$ cat config.mk
export PLATFORM = sky130hd
export DESIGN_NAME = id_whitelist_table
export DESIGN_NICKNAME = d
export VERILOG_FILES = /design/src/hdl/idwl_pkg.sv /design/src/hdl/idwl_ram.sv /design/src/hdl/idwl_seq.sv /design/src/hdl/id_whitelist_table.sv
export SDC_FILE = /design/constraint.sdc
export NUM_CORES = 1
export LEC_CHECK = 0
export BUFFER_PORTS_ARGS = -buffer_cell sky130_fd_sc_hd__buf_2
export CAP_MARGIN = 0
export CORE_ASPECT_RATIO = 0.7
export CORE_MARGIN = 2
export CORE_UTILIZATION = 45
export DETAILED_ROUTE_END_ITERATION = 8
export GPL_ROUTABILITY_DRIVEN = 0
export GPL_TIMING_DRIVEN = 0
export PLACE_DENSITY = 0.65
export SYNTH_ARGS = -nofsm -noshare
export SYNTH_HDL_FRONTEND = slang
export SYNTH_SLANG_ARGS = --single-unit
$ cat constraint.sdc
create_clock -name clk -period 5.3 [get_ports clk]
set_input_delay 0.265 -clock clk [delete_from_list [all_inputs] [get_ports clk]]
set_output_delay 0.265 -clock clk [all_outputs]
set_load 0.05 [all_outputs]
$ cat src/hdl/idwl_pkg.sv
// Shared types and constants for the identifier whitelist table.
// Used by idwl_ram, idwl_seq and id_whitelist_table; depends on nothing.
package idwl_pkg;

  localparam int ENTRIES_DEF = 32;
  localparam int ID_W        = 32;
  localparam int CMD_W       = 2;
  localparam int ST_W        = 3;
  localparam int OCC_W       = 6;
  localparam logic [OCC_W-1:0] OCC_MAX = {OCC_W{1'b1}};

  typedef enum logic [CMD_W-1:0] {
    CMD_LOOKUP = 2'd0,
    CMD_ADD    = 2'd1,
    CMD_REMOVE = 2'd2,
    CMD_CLEAR  = 2'd3
  } cmd_t;

  typedef enum logic [ST_W-1:0] {
    ST_FOUND   = 3'd0,
    ST_ABSENT  = 3'd1,
    ST_ADDED   = 3'd2,
    ST_PRESENT = 3'd3,
    ST_FULL    = 3'd4,
    ST_REMOVED = 3'd5,
    ST_MISS    = 3'd6,
    ST_CLEARED = 3'd7
  } status_t;

  typedef struct packed {
    status_t            status;
    logic [OCC_W-1:0]   occupied;
  } res_t;

endpackage

$ cat src/hdl/idwl_ram.sv
// Identifier store: one write port, one read port, registered read data.
// Depends on idwl_pkg for the identifier width.
module idwl_ram #(
  parameter int DEPTH = idwl_pkg::ENTRIES_DEF,
  localparam int AW   = (DEPTH > 1) ? $clog2(DEPTH) : 1
) (
  input  logic                      clk,
  input  logic                      we,
  input  logic [AW-1:0]             waddr,
  input  logic [idwl_pkg::ID_W-1:0] wdata,
  input  logic                      re,
  input  logic [AW-1:0]             raddr,
  output logic [idwl_pkg::ID_W-1:0] rdata
);
  import idwl_pkg::*;

  logic [ID_W-1:0] mem [DEPTH];
  logic [ID_W-1:0] rdata_r;

  always_ff @(posedge clk) begin
    if (we) begin
      mem[waddr] <= wdata;
    end
  end

  always_ff @(posedge clk) begin
    if (re) begin
      rdata_r <= mem[raddr];
    end
  end

  assign rdata = rdata_r;

endmodule

$ cat src/hdl/idwl_seq.sv
// Command sequencer: walks the identifier store, holds the valid marks and
// the entry count, and resolves each command. Depends on idwl_pkg.
module idwl_seq #(
  parameter int ENTRIES = idwl_pkg::ENTRIES_DEF,
  localparam int AW     = (ENTRIES > 1) ? $clog2(ENTRIES) : 1
) (
  input  logic                      clk,
  input  logic                      rst_n,
  input  logic                      in_valid,
  output logic                      in_ready,
  input  idwl_pkg::cmd_t            in_cmd,
  input  logic [idwl_pkg::ID_W-1:0] in_ident,
  output logic                      res_valid,
  input  logic                      res_ready,
  output idwl_pkg::res_t            res,
  output logic                      mem_re,
  output logic [AW-1:0]             mem_raddr,
  input  logic [idwl_pkg::ID_W-1:0] mem_rdata,
  output logic                      mem_we,
  output logic [AW-1:0]             mem_waddr,
  output logic [idwl_pkg::ID_W-1:0] mem_wdata
);
  import idwl_pkg::*;

  localparam int CW0   = $clog2(ENTRIES + 1);
  localparam int CNT_W = (CW0 > OCC_W) ? CW0 : OCC_W;
  localparam logic [AW-1:0] LAST_IDX = AW'(ENTRIES - 1);

  typedef enum logic [2:0] {
    S_IDLE = 3'b001,
    S_SCAN = 3'b010,
    S_DONE = 3'b100
  } state_t;

  state_t             state_r, state_nxt;
  cmd_t               cmd_r, cmd_nxt;
  logic [ID_W-1:0]    ident_r, ident_nxt;
  logic [AW-1:0]      iss_idx_r, iss_idx_nxt;
  logic               iss_done_r, iss_done_nxt;
  logic               cmp_vld_r, cmp_vld_nxt;
  logic [AW-1:0]      cmp_idx_r, cmp_idx_nxt;
  logic               free_found_r, free_found_nxt;
  logic [AW-1:0]      free_idx_r, free_idx_nxt;
  logic [ENTRIES-1:0] valid_r, valid_nxt;
  logic [CNT_W-1:0]   count_r, count_nxt;
  status_t            status_r, status_nxt;

  logic          hit, cur_free, last, free_any;
  logic [AW-1:0] free_sel;

  // The compare stage sees the data read in the previous cycle at cmp_idx_r.
  assign hit      = cmp_vld_r && valid_r[cmp_idx_r] && (mem_rdata == ident_r);
  assign cur_free = cmp_vld_r && !valid_r[cmp_idx_r];
  assign last     = cmp_vld_r && (cmp_idx_r == LAST_IDX);
  assign free_any = free_found_r || cur_free;
  assign free_sel = free_found_r ? free_idx_r : cmp_idx_r;

  always_comb begin
    state_nxt      = state_r;
    cmd_nxt        = cmd_r;
    ident_nxt      = ident_r;
    iss_idx_nxt    = iss_idx_r;
    iss_done_nxt   = iss_done_r;
    cmp_vld_nxt    = cmp_vld_r;
    cmp_idx_nxt    = cmp_idx_r;
    free_found_nxt = free_found_r;
    free_idx_nxt   = free_idx_r;
    valid_nxt      = valid_r;
    count_nxt      = count_r;
    status_nxt     = status_r;
    mem_re         = 1'b0;
    mem_we         = 1'b0;
    unique case (state_r)
      S_IDLE: begin
        if (in_valid) begin
          cmd_nxt        = in_cmd;
          ident_nxt      = in_ident;
          iss_idx_nxt    = '0;
          iss_done_nxt   = 1'b0;
          cmp_vld_nxt    = 1'b0;
          free_found_nxt = 1'b0;
          if (in_cmd == CMD_CLEAR) begin
            valid_nxt  = '0;
            count_nxt  = '0;
            status_nxt = ST_CLEARED;
            state_nxt  = S_DONE;
          end else begin
            state_nxt = S_SCAN;
          end
        end
      end
      S_SCAN: begin
        if (!iss_done_r) begin
          mem_re       = 1'b1;
          iss_done_nxt = (iss_idx_r == LAST_IDX);
          iss_idx_nxt  = (iss_idx_r == LAST_IDX) ? iss_idx_r : iss_idx_r + AW'(1);
        end
        cmp_vld_nxt = !iss_done_r;
        cmp_idx_nxt = iss_idx_r;
        if (cur_free && !free_found_r) begin
          free_found_nxt = 1'b1;
          free_idx_nxt   = cmp_idx_r;
        end
        if (hit || last) begin
          state_nxt   = S_DONE;
          cmp_vld_nxt = 1'b0;
          unique case (cmd_r)
            CMD_LOOKUP: status_nxt = hit ? ST_FOUND : ST_ABSENT;
            CMD_ADD: begin
              if (hit) begin
                status_nxt = ST_PRESENT;
              end else if (free_any) begin
                mem_we              = 1'b1;
                valid_nxt[free_sel] = 1'b1;
                count_nxt           = count_r + CNT_W'(1);
                status_nxt          = ST_ADDED;
              end else begin
                status_nxt = ST_FULL;
              end
            end
            CMD_REMOVE: begin
              if (hit) begin
                valid_nxt[cmp_idx_r] = 1'b0;
                count_nxt            = count_r - CNT_W'(1);
                status_nxt           = ST_REMOVED;
              end else begin
                status_nxt = ST_MISS;
              end
            end
            CMD_CLEAR: status_nxt = ST_CLEARED;
          endcase
        end
      end
      S_DONE: begin
        if (res_ready) begin
          state_nxt = S_IDLE;
        end
      end
      default: state_nxt = S_IDLE;
    endcase
  end

  always_ff @(posedge clk) begin
    if (!rst_n) begin
      state_r      <= S_IDLE;
      iss_done_r   <= 1'b0;
      cmp_vld_r    <= 1'b0;
      free_found_r <= 1'b0;
      valid_r      <= '0;
      count_r      <= '0;
    end else begin
      state_r      <= state_nxt;
      iss_done_r   <= iss_done_nxt;
      cmp_vld_r    <= cmp_vld_nxt;
      free_found_r <= free_found_nxt;
      valid_r      <= valid_nxt;
      count_r      <= count_nxt;
    end
  end

  always_ff @(posedge clk) begin
    cmd_r      <= cmd_nxt;
    ident_r    <= ident_nxt;
    iss_idx_r  <= iss_idx_nxt;
    cmp_idx_r  <= cmp_idx_nxt;
    free_idx_r <= free_idx_nxt;
    status_r   <= status_nxt;
  end

  assign in_ready     = (state_r == S_IDLE);
  assign res_valid    = (state_r == S_DONE);
  assign res.status   = status_r;
  assign res.occupied = (count_r > CNT_W'(OCC_MAX)) ? OCC_MAX : count_r[OCC_W-1:0];

  assign mem_raddr = iss_idx_r;
  assign mem_waddr = free_sel;
  assign mem_wdata = ident_r;

  a_count_matches: assert property (@(posedge clk) disable iff (!rst_n)
    count_r == CNT_W'($countones(valid_r)))
    else $error("entry count differs from the number of valid marks");

  a_add_free_slot: assert property (@(posedge clk) disable iff (!rst_n)
    mem_we |-> !valid_r[mem_waddr] && (cmd_r == CMD_ADD) && !hit)
    else $error("add wrote over a valid entry");

  a_added_count: assert property (@(posedge clk) disable iff (!rst_n)
    (state_r == S_SCAN) && (state_nxt == S_DONE) && (status_nxt == ST_ADDED)
    |=> count_r == $past(count_r) + CNT_W'(1))
    else $error("add did not bump the entry count");

  a_cmp_in_scan: assert property (@(posedge clk) disable iff (!rst_n)
    cmp_vld_r |-> (state_r == S_SCAN))
    else $error("compare stage active outside a scan");

endmodule

$ cat src/hdl/id_whitelist_table.sv
// Top level of the identifier whitelist table: command sequencer, identifier
// store and output register. Depends on idwl_pkg, idwl_ram and idwl_seq.
//
// Usage:
//   The input channel carries one command per transaction: in_tuser holds
//   the command (lookup, add, remove, clear) and in_tdata the identifier.
//   The result channel returns exactly one transaction per command:
//   out_tuser holds the status, out_tdata the number of valid entries.
//   Commands are worked one at a time. Lookup, add and remove walk the
//   store one entry per cycle through its single read port, stopping at the
//   first valid match: each read is registered in the store, compared in
//   the compare stage, and a match or the last entry ends the scan. Clear
//   skips the scan. The next command is taken in the cycle after the result
//   leaves the sequencer; no new command is taken while one is in work.
//   Reset (rst_n low, synchronous) clears all valid marks and the count;
//   the identifier store itself is never swept.
//   When the receiver stalls, a finished result waits in the output
//   register while the sequencer takes and works the next command; that
//   one then holds until the register frees up.
module id_whitelist_table #(
  parameter int ENTRIES = idwl_pkg::ENTRIES_DEF
) (
  input  logic        clk,
  input  logic        rst_n,
  input  logic        in_tvalid,
  output logic        in_tready,
  input  logic [31:0] in_tdata,   // [31:0] ident
  input  logic [1:0]  in_tuser,   // [1:0] command
  output logic        out_tvalid,
  input  logic        out_tready,
  output logic [7:0]  out_tdata,  // [5:0] occupied, [7:6] zero
  output logic [2:0]  out_tuser   // [2:0] status
);
  import idwl_pkg::*;

  localparam int AW = (ENTRIES > 1) ? $clog2(ENTRIES) : 1;

  logic            res_valid, res_ready;
  res_t            res;
  logic            mem_re, mem_we;
  logic [AW-1:0]   mem_raddr, mem_waddr;
  logic [ID_W-1:0] mem_rdata, mem_wdata;

  logic            out_valid_r, out_valid_nxt;
  res_t            out_res_r, out_res_nxt;

  idwl_seq #(.ENTRIES(ENTRIES)) u_seq (
    .clk       (clk),
    .rst_n     (rst_n),
    .in_valid  (in_tvalid),
    .in_ready  (in_tready),
    .in_cmd    (cmd_t'(in_tuser)),
    .in_ident  (in_tdata),
    .res_valid (res_valid),
    .res_ready (res_ready),
    .res       (res),
    .mem_re    (mem_re),
    .mem_raddr (mem_raddr),
    .mem_rdata (mem_rdata),
    .mem_we    (mem_we),
    .mem_waddr (mem_waddr),
    .mem_wdata (mem_wdata)
  );

  idwl_ram #(.DEPTH(ENTRIES)) u_ram (
    .clk   (clk),
    .we    (mem_we),
    .waddr (mem_waddr),
    .wdata (mem_wdata),
    .re    (mem_re),
    .raddr (mem_raddr),
    .rdata (mem_rdata)
  );

  assign res_ready = !out_valid_r || out_tready;

  always_comb begin
    out_valid_nxt = out_valid_r;
    out_res_nxt   = out_res_r;
    if (res_valid && res_ready) begin
      out_valid_nxt = 1'b1;
      out_res_nxt   = res;
    end else if (out_tready) begin
      out_valid_nxt = 1'b0;
    end
  end

  always_ff @(posedge clk) begin
    if (!rst_n) begin
      out_valid_r <= 1'b0;
    end else begin
      out_valid_r <= out_valid_nxt;
    end
  end

  always_ff @(posedge clk) begin
    out_res_r <= out_res_nxt;
  end

  assign out_tvalid = out_valid_r;
  assign out_tuser  = out_res_r.status;
  assign out_tdata  = {2'b00, out_res_r.occupied};

endmodule
==> summary.md <==
| Metric | Value |
|---|---|
| Status | complete, no violations |
| Dpl cells | 3479 |
| Final Routed Wirelength | 116000 um |
| Category of the worst setup path capture point | flop |
| Category of the worst setup path launch point | flop |
| First-pass GRT wire length | 163000 um |
| Number of non-filler instances in the completed layout | 3701 |
| Clock tree from TritonCTS | yes |
| Antenna violations before repair | 2 |
| Final-report setup violation count | 0 |
| Avg WL per Cell | 31.5 um |
| Unrepaired setup endpoints after global routing | no |
| Share of layout cells above drive strength 1 | 0.271 |
| Maximum clock frequency | 0.197 GHz |
| Leak | 15.7 nW |
| Final Hold Slack | 0.260 ns |
| Final Max Tran Viols | 0 |
| H-tree depth reported by CTS | 3 |
| Worst hold-check path type | input pin to flop |
| Required time at the worst-slack endpoint | 5.69 ns |
| Worst setup slack after layout | 0.234 ns |
| Share of total power in sequential cells | 0.535 |
| Number of global-route vias before repair | 22412 |
| Area grow syn2layout | 14.5% |
| Total number of placement rows | 97 |
| Final total negative setup slack | 0 ns |
| Synthesized area divided by synthesized cell count | 21.9 um2 |
| Quantity of gates resized following cts | 0 |
| Normalized max-slew margin | 0.0647 |
| Clock transition at the registers of the reported paths | 0.06 ns |
| Clock sink total | 1162 |
| Detailed-routing iteration count for the pre-antenna-repair pass | 6 |
| Post-synthesis sequential element count | 1162 |
| Period minus WS final | 5.07 ns |
| Warning count from the yosys run | 0 |
| Maximum number of buffers from clock root to sink | 3 |
| Detailed-route vias per instance | 6.21 |
| Post-detailed-route DRC marker count | 0 |
| Floorplan core area | 99800 um2 |
| Number of buffers created by CTS | 100 |
| Chip height | 269 um |
| Power density over cell area | 382 nW/um2 |
| Number of routed nets with antenna violations | 0 |
| Worst ir drop on vdd | 321 uV |
| Max-cap violations | 0 |
| Most used flip-flop cell after synthesis | sky130_fd_sc_hd__edfxtp_1 |
| Worst setup slack after placement | 0.425 ns |
| Number of flops mapped to enable cells by yosys | 1117 |
| Number of nets in the final layout | 2327 |
| GRT overflow | 0 |
| Dpl cell area | 48100 um2 |
| Final Hold Violating Endpoints | 0 |
| I/O pin cnt | 51 |
| Switching power summed over all nets | 4.62 mW |
| Critical path class | flop to flop |
| Number of instances in the synthesized netlist | 2056 |
| Worst clock skew | 0.0274 ns |
| Share of power burned in the clock network | 0.369 |
| Transition time of the tightest slew-check pin | 1.40 ns |
| Utilization of the core after routing | 0.518 |
| Internal power of the cells | 15.1 mW |
| Sum of internal, switching and leakage power | 19.8 mW |
| Area of all placed cells without fillers | 51700 um2 |
| Combined area of all synthesized cells | 45100 um2 |
| Vias after detailed routing | 22976 |
| Arrival time of data at the critical path endpoint | 5.46 ns |
| Clock Latency Late Sink | 0.71 ns |
| Starting utilization of the core area | 0.452 |
| Yosys top cell area share | 0.743 |
| Switching Share | 0.234 |
| Share of synthesized area occupied by flip-flops and latches | 0.763 |
| Maximum net fanout on the critical path | 17 |
| DRC marker count from the first detailed-route iteration | 3500 |
| Largest area contributor in the synthesized netlist | sky130_fd_sc_hd__edfxtp_1 |
| Combinational Power Share | 0.096 |
| Top area cells in the synthesized netlist | sky130_fd_sc_hd__edfxtp_1 (74%), sky130_fd_sc_hd__mux4_2 (16%), sky130_fd_sc_hd__dfxtp_1 (2.0%) |
| Share of synthesized registers carrying an async set or reset | 0 |
| Portion of the clock cycle consumed by the worst path in the final layout | 0.956 |
| Cell at the root of the clock tree | sky130_fd_sc_hd__clkbuf_16 |
| Detailed Place HPWL | 75100 um |
| R2R Setup Slk | 0.23 ns |
| IO buf count | 48 |
| Number of unique standard cell types used by synthesis | 65 |
| Overall track demand over capacity in global routing | 0.226 |
| Largest net degree at the start of global routing | 34 |
| Die Outline Area | 103000 um2 |
| Die outline width | 382 um |
## area by class of cell
type	count	area [um2]
fillers	7669	48100
flip-flops and latches	1162	34400
multi-input cells	742	10300
clock buffers	126	2620
well taps	1336	1670
repair buffers	123	1430
clock inverters	57	567
plain buffers	109	449
inverters	44	165
diodes	2	5.00
## synth_stat cells, types with 10 or more instances
cell and n:
sky130_fd_sc_hd__mux2i_1 14, sky130_fd_sc_hd__nor3_1 10, sky130_fd_sc_hd__a21oi_1 71, sky130_fd_sc_hd__inv_1 43, sky130_fd_sc_hd__clkbuf_1 68, sky130_fd_sc_hd__nand2_1 33
sky130_fd_sc_hd__buf_1 30, sky130_fd_sc_hd__xnor2_1 16, sky130_fd_sc_hd__dfxtp_1 45, sky130_fd_sc_hd__xor2_1 23, sky130_fd_sc_hd__edfxtp_1 1117, sky130_fd_sc_hd__o221ai_1 31
sky130_fd_sc_hd__mux2_2 36, sky130_fd_sc_hd__mux4_2 320, sky130_fd_sc_hd__nor2_1 62
## worst paths after layout
kind,startpoint,endpoint,depth (start not counted)
worst min-delay path,in_tdata[14],u_seq.mem_wdata[14],2
worst max-delay path,u_seq.cmp_idx_r[1],u_ram.mem[0][12],11
worst max register to register,u_seq.cmp_idx_r[1],u_ram.mem[0][12],11
worst min register to register,u_seq.status_r[2],out_tuser[2],0
## layout by cell type, fill, tap and decap left out, drive strengths merged, types with 5 or more instances in the layout
master and n:
a21o 5, a21oi 71, and2 5, buf 125, bufinv 9, clkbuf 196
clkinv 39, clkinvlp 5, dfxtp 45, dlygate4sd3 37, edfxtp 1117, ha 6
inv 48, mux2 38, mux2i 14, mux4 320, nand2 33, nand3 9
nand4 11, nor2 62, nor3 10, nor3b 6, nor4 9, o21ai 8
o221ai 31, o22ai 9, xnor2 16, xor2 23
## power by group through the flow
stage	Clock [mW]	Sequential, mW	Combinational, mW
6_report	7.28	10.6	1.90
5_1_grt	7.71	10.6	1.99
4_1_cts	7.35	10.6	1.90
3_5_place_dp	0	10.8	1.87
3_3_place_gp	0	10.7	1.83
2_1_floorplan	0	10.7	1.24
## cell families after synthesis
family / count (synthesis) / synth area share
compound gates: 150 / 0.0215
xor+xnor: 39 / 0.00757
flops: 1162 / 0.763
mux: 372 / 0.172
simple gates: 172 / 0.0196
buf+inv: 153 / 0.0135
fa+ha+maj: 7 / 0.00211
other cells: 1 / 0.0000831
## metal layers
layer / vias up / track usage / routed length, um
met4: 0 / 0.0474 / 1910
met3: 162 / 0.0448 / 12300
met1: 12305 / 0.345 / 49200
met2: 1404 / 0.341 / 53000
li1: 9105 / - / -
met5: - / 0 / 0
## worst max-delay path: stages, from the launching register on
cell and delay, ns:
sky130_fd_sc_hd__edfxtp_1 0.46, sky130_fd_sc_hd__buf_2 0.22, sky130_fd_sc_hd__buf_6 0.20, sky130_fd_sc_hd__mux2i_1 0.26, sky130_fd_sc_hd__nor3b_1 0.09, sky130_fd_sc_hd__o41ai_1 0.38, sky130_fd_sc_hd__nand4_1 0.43, sky130_fd_sc_hd__or2_2 0.47
sky130_fd_sc_hd__o21ai_1 0.23, sky130_fd_sc_hd__nand3_1 0.71, sky130_fd_sc_hd__nor2_4 0.98, sky130_fd_sc_hd__buf_12 0.27
## registers in the layout, summed over array words and instances, names as in the netlist, 6 cells and up
signal,flops
u_seq.count_r,6
u_ram.mem,1024
u_seq.valid_r,32
u_ram.rdata,32
u_seq.mem_wdata,32
out_tdata,6
## what timing repair did
item,CTS,global route
endpoints found under the hold margin,41,0
hold buffers,37,0
setup endpoints to repair,0,0
setup buffers,0,0
Power figures use the tool's default switching activity.
